**src/sv/lrs_pkg.sv**
```systemverilog
`default_nettype none
// ----------------------------------------------------------------------------
// lrs_pkg: shared types and constants of the latency rank sorter
// Sizes of the entry table, result codes, controller states and the
// command bundle between the controller and the entry store.
// ----------------------------------------------------------------------------
package lrs_pkg;

   localparam int MAX_ENTRIES = 32;
   localparam int AW          = (MAX_ENTRIES > 1) ? $clog2(MAX_ENTRIES) : 1;
   localparam int CW          = $clog2(MAX_ENTRIES + 1);
   localparam int LAT_W       = 16;
   localparam int IDX_W       = 5;
   localparam int KIND_W      = 2;

   typedef enum logic [KIND_W-1:0] {
      KIND_ACCEPTED = 2'd0,
      KIND_DROPPED  = 2'd1,
      KIND_RANKED   = 2'd2
   } kind_type;

   typedef enum logic [2:0] {
      ST_IDLE,
      ST_SHIFT,
      ST_PLACE,
      ST_EMIT_START,
      ST_EMIT
   } state_type;

   typedef struct packed {
      logic [LAT_W-1:0] key;
      logic [IDX_W-1:0] idx;
   } entry_type;

   typedef struct packed {
      logic            wr_en;
      logic [AW-1:0]   wr_addr;
      entry_type       wr_data;
      logic            rd_en;
      logic [AW-1:0]   rd_addr;
   } mem_cmd_type;

   typedef struct packed {
      logic             load;
      kind_type         kind;
      logic [IDX_W-1:0] entry_index;
      logic [LAT_W-1:0] entry_latency;
      logic             last_of_run;
   } rsp_load_type;

endpackage

`default_nettype wire

```
**src/sv/lrs_req_if.sv**
```systemverilog
`default_nettype none
// ----------------------------------------------------------------------------
// lrs_req_if: request channel of the latency rank sorter
// Carries one latency entry and its end-of-list mark per item.
// ----------------------------------------------------------------------------
interface lrs_req_if;
   import lrs_pkg::*;

   logic             valid;
   logic             ready;
   logic [LAT_W-1:0] latency;
   logic             end_of_list;

   modport source (output valid, output latency, output end_of_list, input ready);
   modport sink   (input valid, input latency, input end_of_list, output ready);

endinterface

`default_nettype wire

```
**src/sv/lrs_rsp_if.sv**
```systemverilog
`default_nettype none
// ----------------------------------------------------------------------------
// lrs_rsp_if: result channel of the latency rank sorter
// Carries acknowledgements and ranked entries, one per item.
// ----------------------------------------------------------------------------
interface lrs_rsp_if;
   import lrs_pkg::*;

   logic              valid;
   logic              ready;
   logic [KIND_W-1:0] kind;
   logic [IDX_W-1:0]  entry_index;
   logic [LAT_W-1:0]  entry_latency;
   logic              last_of_run;

   modport source (output valid, output kind, output entry_index, output entry_latency,
                   output last_of_run, input ready);
   modport sink   (input valid, input kind, input entry_index, input entry_latency,
                   input last_of_run, output ready);

endinterface

`default_nettype wire

```
**src/sv/latency_rank_sorter_core.sv**
```systemverilog
`default_nettype none
// ----------------------------------------------------------------------------
// latency_rank_sorter_core: stable ranking of latency entries
// Collects latency entries into a table kept in ascending latency order,
// acknowledges every item and reads the ranked table out on end of list.
// ----------------------------------------------------------------------------
//
//   channel    direction  carries
//   req_chan   in         latency, end_of_list
//   rsp_chan   out        kind, entry_index, entry_latency, last_of_run
//
// An add into an empty table, or a dropped entry, completes in the accept
// cycle. Any other add issues the first read in the accept cycle, then makes
// one shift step for each stored entry with a larger latency and then writes
// the new entry; each shift step is one read-compare-write on the
// single-port-pair entry memory. End of list then starts the read-out and
// emits the ranked items in order, paced by the registered memory read.
// Reset (synchronous) empties the table; memory contents are not cleared.
// A stalled result holds in the output register; the next item is taken as
// soon as that register is free or draining.
//
module latency_rank_sorter_core
   import lrs_pkg::*;
(
   input  wire logic clock,
   input  wire logic reset,
   lrs_req_if.sink   req_chan,
   lrs_rsp_if.source rsp_chan
);

   mem_cmd_type  mem_cmd;
   entry_type    rd_data;
   rsp_load_type rsp_load;
   logic         out_free;

   logic             rsp_valid_ff, rsp_valid_in;
   kind_type         rsp_kind_ff;
   logic [IDX_W-1:0] rsp_index_ff;
   logic [LAT_W-1:0] rsp_latency_ff;
   logic             rsp_last_ff;

   // free when empty or being taken this cycle
   assign out_free = !rsp_valid_ff || rsp_chan.ready;

   lrs_ctrl u_ctrl (
      .clock           (clock),
      .reset           (reset),
      .req_valid       (req_chan.valid),
      .req_latency     (req_chan.latency),
      .req_end_of_list (req_chan.end_of_list),
      .req_ready       (req_chan.ready),
      .out_free        (out_free),
      .rd_data         (rd_data),
      .mem_cmd         (mem_cmd),
      .rsp_load        (rsp_load)
   );

   lrs_store u_store (
      .clock   (clock),
      .cmd     (mem_cmd),
      .rd_data (rd_data)
   );

   // hold valid until taken; load only when free
   always_comb begin
      rsp_valid_in = rsp_valid_ff;
      if (rsp_load.load) begin
         rsp_valid_in = 1'b1;
      end else if (rsp_chan.ready) begin
         rsp_valid_in = 1'b0;
      end
   end

   always_ff @(posedge clock) begin
      if (reset) begin
         rsp_valid_ff <= 1'b0;
      end else begin
         rsp_valid_ff <= rsp_valid_in;
      end
   end

   always_ff @(posedge clock) begin
      if (rsp_load.load) begin
         rsp_kind_ff    <= rsp_load.kind;
         rsp_index_ff   <= rsp_load.entry_index;
         rsp_latency_ff <= rsp_load.entry_latency;
         rsp_last_ff    <= rsp_load.last_of_run;
      end
   end

   assign rsp_chan.valid         = rsp_valid_ff;
   assign rsp_chan.kind          = rsp_kind_ff;
   assign rsp_chan.entry_index   = rsp_index_ff;
   assign rsp_chan.entry_latency = rsp_latency_ff;
   assign rsp_chan.last_of_run   = rsp_last_ff;

endmodule

`default_nettype wire

```
**src/sv/lrs_store.sv**
```systemverilog
`default_nettype none
// ----------------------------------------------------------------------------
// lrs_store: entry table memory
// One write port and one read port; read data is registered and holds
// until the next read.
// ----------------------------------------------------------------------------
module lrs_store
   import lrs_pkg::*;
(
   input  wire logic        clock,
   input  wire mem_cmd_type cmd,
   output entry_type        rd_data
);

   entry_type mem [MAX_ENTRIES];
   entry_type rd_data_ff;

   always_ff @(posedge clock) begin
      if (cmd.wr_en) begin
         mem[cmd.wr_addr] <= cmd.wr_data;
      end
   end

   always_ff @(posedge clock) begin
      if (cmd.rd_en) begin
         rd_data_ff <= mem[cmd.rd_addr];
      end
   end

   assign rd_data = rd_data_ff;

endmodule

`default_nettype wire

```
**src/sv/lrs_ctrl.sv**
```systemverilog
`default_nettype none
// ----------------------------------------------------------------------------
// lrs_ctrl: insertion and emission sequencer
// Keeps the table sorted by inserting each new entry behind all entries of
// equal or lower latency, then reads the table out in order on end of list.
// ----------------------------------------------------------------------------
module lrs_ctrl
   import lrs_pkg::*;
(
   input  wire logic             clock,
   input  wire logic             reset,
   input  wire logic             req_valid,
   input  wire logic [LAT_W-1:0] req_latency,
   input  wire logic             req_end_of_list,
   output logic                  req_ready,
   input  wire logic             out_free,
   input  wire entry_type        rd_data,
   output mem_cmd_type           mem_cmd,
   output rsp_load_type          rsp_load
);

   state_type     state_ff, state_in;
   logic [CW-1:0] count_ff, count_in;
   logic [AW-1:0] pos_ff, pos_in;
   logic [AW-1:0] emit_ff, emit_in;
   entry_type     new_ff, new_in;
   logic          eol_ff, eol_in;

   logic          full;
   logic          accept;
   logic          larger;
   logic          emit_last;

   assign full      = (count_ff == CW'(MAX_ENTRIES));
   assign accept    = (state_ff == ST_IDLE) && req_valid && out_free;
   assign larger    = (rd_data.key > new_ff.key);
   assign emit_last = ((CW'(emit_ff) + CW'(1)) == count_ff);

   // next state
   always_comb begin
      state_in = state_ff;
      unique case (state_ff)
         ST_IDLE: begin
            if (accept) begin
               if (!full && (count_ff != '0)) begin
                  state_in = ST_SHIFT;
               end else if (req_end_of_list) begin
                  state_in = ST_EMIT_START;
               end
            end
         end
         ST_SHIFT: begin
            if (larger) begin
               if (pos_ff == AW'(1)) begin
                  state_in = ST_PLACE;
               end
            end else begin
               state_in = eol_ff ? ST_EMIT_START : ST_IDLE;
            end
         end
         ST_PLACE:      state_in = eol_ff ? ST_EMIT_START : ST_IDLE;
         ST_EMIT_START: state_in = ST_EMIT;
         ST_EMIT: begin
            if (out_free && emit_last) begin
               state_in = ST_IDLE;
            end
         end
         default:       state_in = ST_IDLE;
      endcase
   end

   // outputs and datapath
   always_comb begin
      req_ready = (state_ff == ST_IDLE) && out_free;
      mem_cmd   = '0;
      rsp_load  = '0;
      count_in  = count_ff;
      pos_in    = pos_ff;
      emit_in   = emit_ff;
      new_in    = new_ff;
      eol_in    = eol_ff;
      unique case (state_ff)
         ST_IDLE: begin
            if (accept) begin
               eol_in               = req_end_of_list;
               rsp_load.load        = 1'b1;
               rsp_load.kind        = full ? KIND_DROPPED : KIND_ACCEPTED;
               rsp_load.last_of_run = !req_end_of_list;
               if (!full) begin
                  new_in.key = req_latency;
                  new_in.idx = IDX_W'(count_ff);
                  count_in   = count_ff + CW'(1);
                  pos_in     = AW'(count_ff);
                  if (count_ff == '0) begin
                     // empty table: place at the head directly
                     mem_cmd.wr_en        = 1'b1;
                     mem_cmd.wr_addr      = '0;
                     mem_cmd.wr_data.key  = req_latency;
                     mem_cmd.wr_data.idx  = '0;
                  end else begin
                     mem_cmd.rd_en   = 1'b1;
                     mem_cmd.rd_addr = AW'(count_ff - CW'(1));
                  end
               end
            end
         end
         ST_SHIFT: begin
            mem_cmd.wr_en   = 1'b1;
            mem_cmd.wr_addr = pos_ff;
            if (larger) begin
               // move the larger entry up one slot, fetch the next one down
               mem_cmd.wr_data = rd_data;
               pos_in          = pos_ff - AW'(1);
               if (pos_ff != AW'(1)) begin
                  mem_cmd.rd_en   = 1'b1;
                  mem_cmd.rd_addr = pos_ff - AW'(2);
               end
            end else begin
               mem_cmd.wr_data = new_ff;
            end
         end
         ST_PLACE: begin
            mem_cmd.wr_en   = 1'b1;
            mem_cmd.wr_addr = pos_ff;
            mem_cmd.wr_data = new_ff;
         end
         ST_EMIT_START: begin
            mem_cmd.rd_en   = 1'b1;
            mem_cmd.rd_addr = '0;
            emit_in         = '0;
         end
         ST_EMIT: begin
            if (out_free) begin
               rsp_load.load          = 1'b1;
               rsp_load.kind          = KIND_RANKED;
               rsp_load.entry_index   = rd_data.idx;
               rsp_load.entry_latency = rd_data.key;
               rsp_load.last_of_run   = emit_last;
               if (emit_last) begin
                  count_in = '0;
               end else begin
                  mem_cmd.rd_en   = 1'b1;
                  mem_cmd.rd_addr = emit_ff + AW'(1);
                  emit_in         = emit_ff + AW'(1);
               end
            end
         end
         default: begin
         end
      endcase
   end

   always_ff @(posedge clock) begin
      if (reset) begin
         state_ff <= ST_IDLE;
         count_ff <= '0;
      end else begin
         state_ff <= state_in;
         count_ff <= count_in;
      end
   end

   always_ff @(posedge clock) begin
      pos_ff  <= pos_in;
      emit_ff <= emit_in;
      new_ff  <= new_in;
      eol_ff  <= eol_in;
   end

endmodule

`default_nettype wire

```
**src/flat_wrapper.sv**
```systemverilog
// flat-port wrapper written by rule: the top's interface ports become plain ports
module latency_rank_sorter_core_flat import lrs_pkg::*;
  (clock, reset, req_chan_valid, req_chan_latency, req_chan_end_of_list, req_chan_ready, rsp_chan_valid, rsp_chan_kind, rsp_chan_entry_index, rsp_chan_entry_latency, rsp_chan_last_of_run, rsp_chan_ready);
  lrs_req_if req_chan_i ();
  lrs_rsp_if rsp_chan_i ();
  input  wire logic clock;
  input  wire logic reset;
  input wire logic [$bits(req_chan_i.valid)-1:0] req_chan_valid;
  input wire logic [$bits(req_chan_i.latency)-1:0] req_chan_latency;
  input wire logic [$bits(req_chan_i.end_of_list)-1:0] req_chan_end_of_list;
  output wire logic [$bits(req_chan_i.ready)-1:0] req_chan_ready;
  output wire logic [$bits(rsp_chan_i.valid)-1:0] rsp_chan_valid;
  output wire logic [$bits(rsp_chan_i.kind)-1:0] rsp_chan_kind;
  output wire logic [$bits(rsp_chan_i.entry_index)-1:0] rsp_chan_entry_index;
  output wire logic [$bits(rsp_chan_i.entry_latency)-1:0] rsp_chan_entry_latency;
  output wire logic [$bits(rsp_chan_i.last_of_run)-1:0] rsp_chan_last_of_run;
  input wire logic [$bits(rsp_chan_i.ready)-1:0] rsp_chan_ready;
  assign req_chan_i.valid = req_chan_valid;
  assign req_chan_i.latency = req_chan_latency;
  assign req_chan_i.end_of_list = req_chan_end_of_list;
  assign req_chan_ready = req_chan_i.ready;
  assign rsp_chan_valid = rsp_chan_i.valid;
  assign rsp_chan_kind = rsp_chan_i.kind;
  assign rsp_chan_entry_index = rsp_chan_i.entry_index;
  assign rsp_chan_entry_latency = rsp_chan_i.entry_latency;
  assign rsp_chan_last_of_run = rsp_chan_i.last_of_run;
  assign rsp_chan_i.ready = rsp_chan_ready;
  latency_rank_sorter_core u_core (.clock(clock), .reset(reset), .req_chan(req_chan_i), .rsp_chan(rsp_chan_i));
endmodule
```
**config.mk**
```make
export PLATFORM = sky130hd
export DESIGN_NAME = latency_rank_sorter_core_flat
export DESIGN_NICKNAME = d
export VERILOG_FILES = /design/src/sv/lrs_pkg.sv /design/src/sv/lrs_req_if.sv /design/src/sv/lrs_rsp_if.sv /design/src/sv/latency_rank_sorter_core.sv /design/src/sv/lrs_store.sv /design/src/sv/lrs_ctrl.sv /design/src/flat_wrapper.sv
export SDC_FILE = /design/constraint.sdc
export NUM_CORES = 1
export LEC_CHECK = 0
export BUFFER_PORTS_ARGS = -buffer_cell sky130_fd_sc_hd__buf_2
export CAP_MARGIN = 20
export CELL_PAD_IN_SITES_DETAIL_PLACEMENT = 0
export CELL_PAD_IN_SITES_GLOBAL_PLACEMENT = 1
export CORE_UTILIZATION = 40
export DETAILED_ROUTE_END_ITERATION = 12
export PLACE_DENSITY = 0.7
export SLEW_MARGIN = 20
export SYNTH_ARGS = -nofsm -noshare
export SYNTH_HDL_FRONTEND = slang
export SYNTH_SLANG_ARGS = --single-unit
```
**constraint.sdc**
```tcl
create_clock -name clock -period 3.92 [get_ports clock]
set_input_delay 0.392 -clock clock [delete_from_list [all_inputs] [get_ports clock]]
set_output_delay 0.392 -clock clock [all_outputs]
set_load 0.01 [all_outputs]
```
==> run metrics <==
Most common cell on crit path=buf_4; most frequent cells in the layout=edfxtp_1 (749), nand2_1 (550), buf_4 (180); headroom to the max-slew limit=between 30% and 40%; number of core rows=between 100 and 150; PortBufs=46; Worst setup EP type=register; number of global-route vias before repair=19693; clock tree from TritonCTS=yes; Cell variety after synth=76; peak supply drop=0.353 mV; Sequential Power Share=37.5%; Max Cap Viol=0; worst clock skew=about 0.022 ns; Final min period=3.95 ns; die area=around 0.08 mm^2; critical path's slowest cell=edfxtp_1; net switching power=~12 mW; Int Pwr=slightly below 20 mW; total power after layout=approximately 31 mW; Ys Warns=0; pre-CTS WS=-0.412 ns; peak fanout along the critical path=7; vias per inst=5.62; per-cell routed wire length=25.1 um; Async S/R FF share, synth=0%; # setup viols final=28; Avg Cell Area, Syn=13.7 um^2; critical path type=register to register; met1 Usage GRT=between 30% and 40%; maximum clock insertion buffer count=3; Slew Limit Fails=0; mapped cell area=roughly 0.03 mm^2; total gr overflow=0; syn_nets=between 2000 and 2500; global route hottest layer=met2; Clock Latency Late Sink=between 0.6 and 0.7 ns; status=finished, violations left; chip height=between 200 and 300 um; I/O Pins=47; Required @ worst endpoint=4.21 ns; Final Hold Viols=0; CTS sink cnt=roughly 760; GP Congestion=around 0.88; register area share after synthesis=73.4%; CP cell instances=ha_4 -> nand4_1 -> or2_4 -> o32ai_4 -> o31ai_4 -> nor3_1 -> nor2_1 -> buf_4 -> buf_12 -> nor3_4 -> buf_4 -> nand3_1 -> a41oi_1 -> o2111ai_2; LEAKAGE=between 10 and 15 nW; PwrDens=around 830 mW/mm^2; post-route ant nets=0; worst hold-check path type=input pin to register; H-tree depth=3; crit start category=register; Placement Cell Area=about 0.034 mm^2; DR vias=approximately 20000; Gate power share=39.7%; Mapped Cells=~2300; clock power share=a little under a quarter; most common cell after layout, fill and taps aside=edfxtp_1; initial core utilization=40.5%; Post-synth EDFFs=approximately 750; max incr delay on CP=approximately 0.49 ns; initial antenna violation count=2; Worst-path clk slew=about 0.060 ns; largest net degree at the start of global routing=53; worst-margin pin slew=0.999 ns; delay-heaviest family, CP=simple AND/OR/NAND/NOR gates; ANT cells=0; Bufs and invs on worst path=3; clock buffer count from CTS=slightly below 80; top cells by area, synth=edfxtp_1 (73%), nand2_1 (6.7%), nand3_1 (2.9%), mux2i_1 (2.6%), a32oi_1 (1.1%); total track usage=between 20% and 30%; DRC=0; final hold slack=about 0.025 ns; grt met3 use=3.93%; P&R area growth vs syn=21.7%; met2 Use GR=36.9%; Routed WL=90400 um; CTS Root Buffer Type=clkbuf_16; final instance area=about 0.038 mm^2; Final WS setup=-0.0348 ns; hpwl dp=55200 um; Switching Fraction=between 30% and 40%; layout cells sized above 1=~20%; RSZ-0062 raised after global routing=yes; Max Freq=~250 MHz; Final nets=about 2600; failing checks=setup timing; worst path arrival time=~4.3 ns; first-pass GRT wire length=130000 um; die width=280 um; area leader, netlist=edfxtp_1; Iteration-0 DRC Markers=2061; core area=~0.076 mm^2; Tcrit/Tclk final=101%; Synth Flop Type=edfxtp_1; Pre-Repair DR Iteration Count=6; top-area cell type share of the netlist area=about 73%; Synth Register Bits=between 700 and 800
[power groups by stage]
stage / combinational [mW] / sequential, mW / clock (mW)
after floorplan: 5.61 / 11.8 / 0
after global placement: 10.8 / 11.9 / 0
after detailed placement: 10.9 / 11.9 / 0
after CTS: 11.3 / 11.7 / 7.27
after global routing: 13.2 / 11.8 / 7.56
final: 12.4 / 11.8 / 7.17
[synth_stat cells, types with 5 or more instances]
cell type	number
or3_1	6
dfxtp_1	10
nand4_1	38
a21oi_1	39
nor2_1	58
a222oi_1	16
o22ai_1	17
a311oi_1	6
a22o_1	5
nand3_1	177
a31oi_1	47
mux2i_1	81
and3_1	26
buf_2	50
edfxtp_1	749
nor3_1	15
nand2_1	551
buf_4	9
and4_1	5
clkbuf_1	59
o2111ai_1	16
and2_1	29
a221oi_1	7
inv_1	42
o21ai_0	17
xnor2_1	12
xor2_1	7
ha_1	23
buf_1	9
a32oi_1	38
[flip-flops by register name, indices dropped and copies added, names as in the netlist]
signal	count
u_core.u_ctrl.state_ff	3
u_core.u_ctrl.pos_ff	5
u_core.u_ctrl.eol_ff	1
u_core.u_ctrl.new_ff	21
u_core.rsp_chan.kind	2
u_core.u_ctrl.count_ff	6
u_core.u_ctrl.emit_ff	5
u_core.rsp_chan.valid	1
u_core.u_store.rd_data	21
u_core.rsp_chan.entry_index	5
u_core.u_store.mem	672
u_core.rsp_chan.entry_latency	16
u_core.rsp_chan.last_of_run	1
[what timing repair did]
item | CTS | global route
setup buffers | 4 | 22
endpoints found under the setup margin | 48 | 213
cloned | 2 | 8
pin swaps | 3 | 19
resized for setup | 31 | 82
hold endpoints to repair | 16 | 0
hold buffers | 16 | 0
[cell families (layout without fill, tap and decap cells)]
group / count (synthesis) / count (layout) / synth area share (%)
AO/OA/AOI/OAI: 263 / 263 / 6.42
XOR/XNOR: 19 / 19 / 0.539
adder cells (fa/ha/maj): 23 / 23 / 0.931
buffers and inverters: 173 / 489 / 2.54
flip-flops: 759 / 759 / 73.4
multiplexers: 83 / 83 / 2.70
AND/OR/NAND/NOR: 935 / 935 / 13.4
[cell type report]
class / instances / area [um^2]
fill: 6406 / 38600
sequential: 759 / 22700
multi-input combinational: 1323 / 8060
timing repair buffer: 304 / 2940
clock buffer: 104 / 2070
tap: 1030 / 1290
clock inverter: 39 / 377
inverter: 42 / 158
[final timing paths]
| check | start | endpoint | slack [ns] | cells after the start |
|---|---|---|---|---|
| hold / removal | req_chan_latency[10] | u_core.u_ctrl.new_ff[15] | 0.03 | 1 |
| setup reg to reg | u_core.u_store.rd_data[20] | u_core.u_store.rd_data[9] | -0.03 | 14 |
| setup / recovery | u_core.u_store.rd_data[20] | u_core.u_store.rd_data[9] | -0.03 | 14 |
| hold reg to reg | u_core.u_store.rd_data[9] | u_core.rsp_chan.entry_latency[4] | 0.59 | 1 |
[per-stage QoR]
| stage | instances | util (%) | TNS [ns] |
|---|---|---|---|
| 2_1_floorplan | 2255 | - | 0 |
| 3_3_place_gp | 3406 | 44.6 | -3.09 |
| 3_5_place_dp | 3406 | 44.6 | -3.72 |
| 4_1_cts | 3571 | 48.3 | -0.126 |
| 5_1_grt | 3601 | 49.3 | -2.58 |
| 6_report | 3601 | 49.3 | -0.562 |
[layer usage]
layer / routed length, um / part of all wire, % / vias up
met3: 7290 / 8.1 / 134
met2: 43100 / 48 / 888
li1: - / - / 8997
met1: 38100 / 42 / 10231
met4: 1930 / 2.1 / 2
met5: 13 / 0.014 / -
Note: power is estimated with default switching activity, not from simulation.
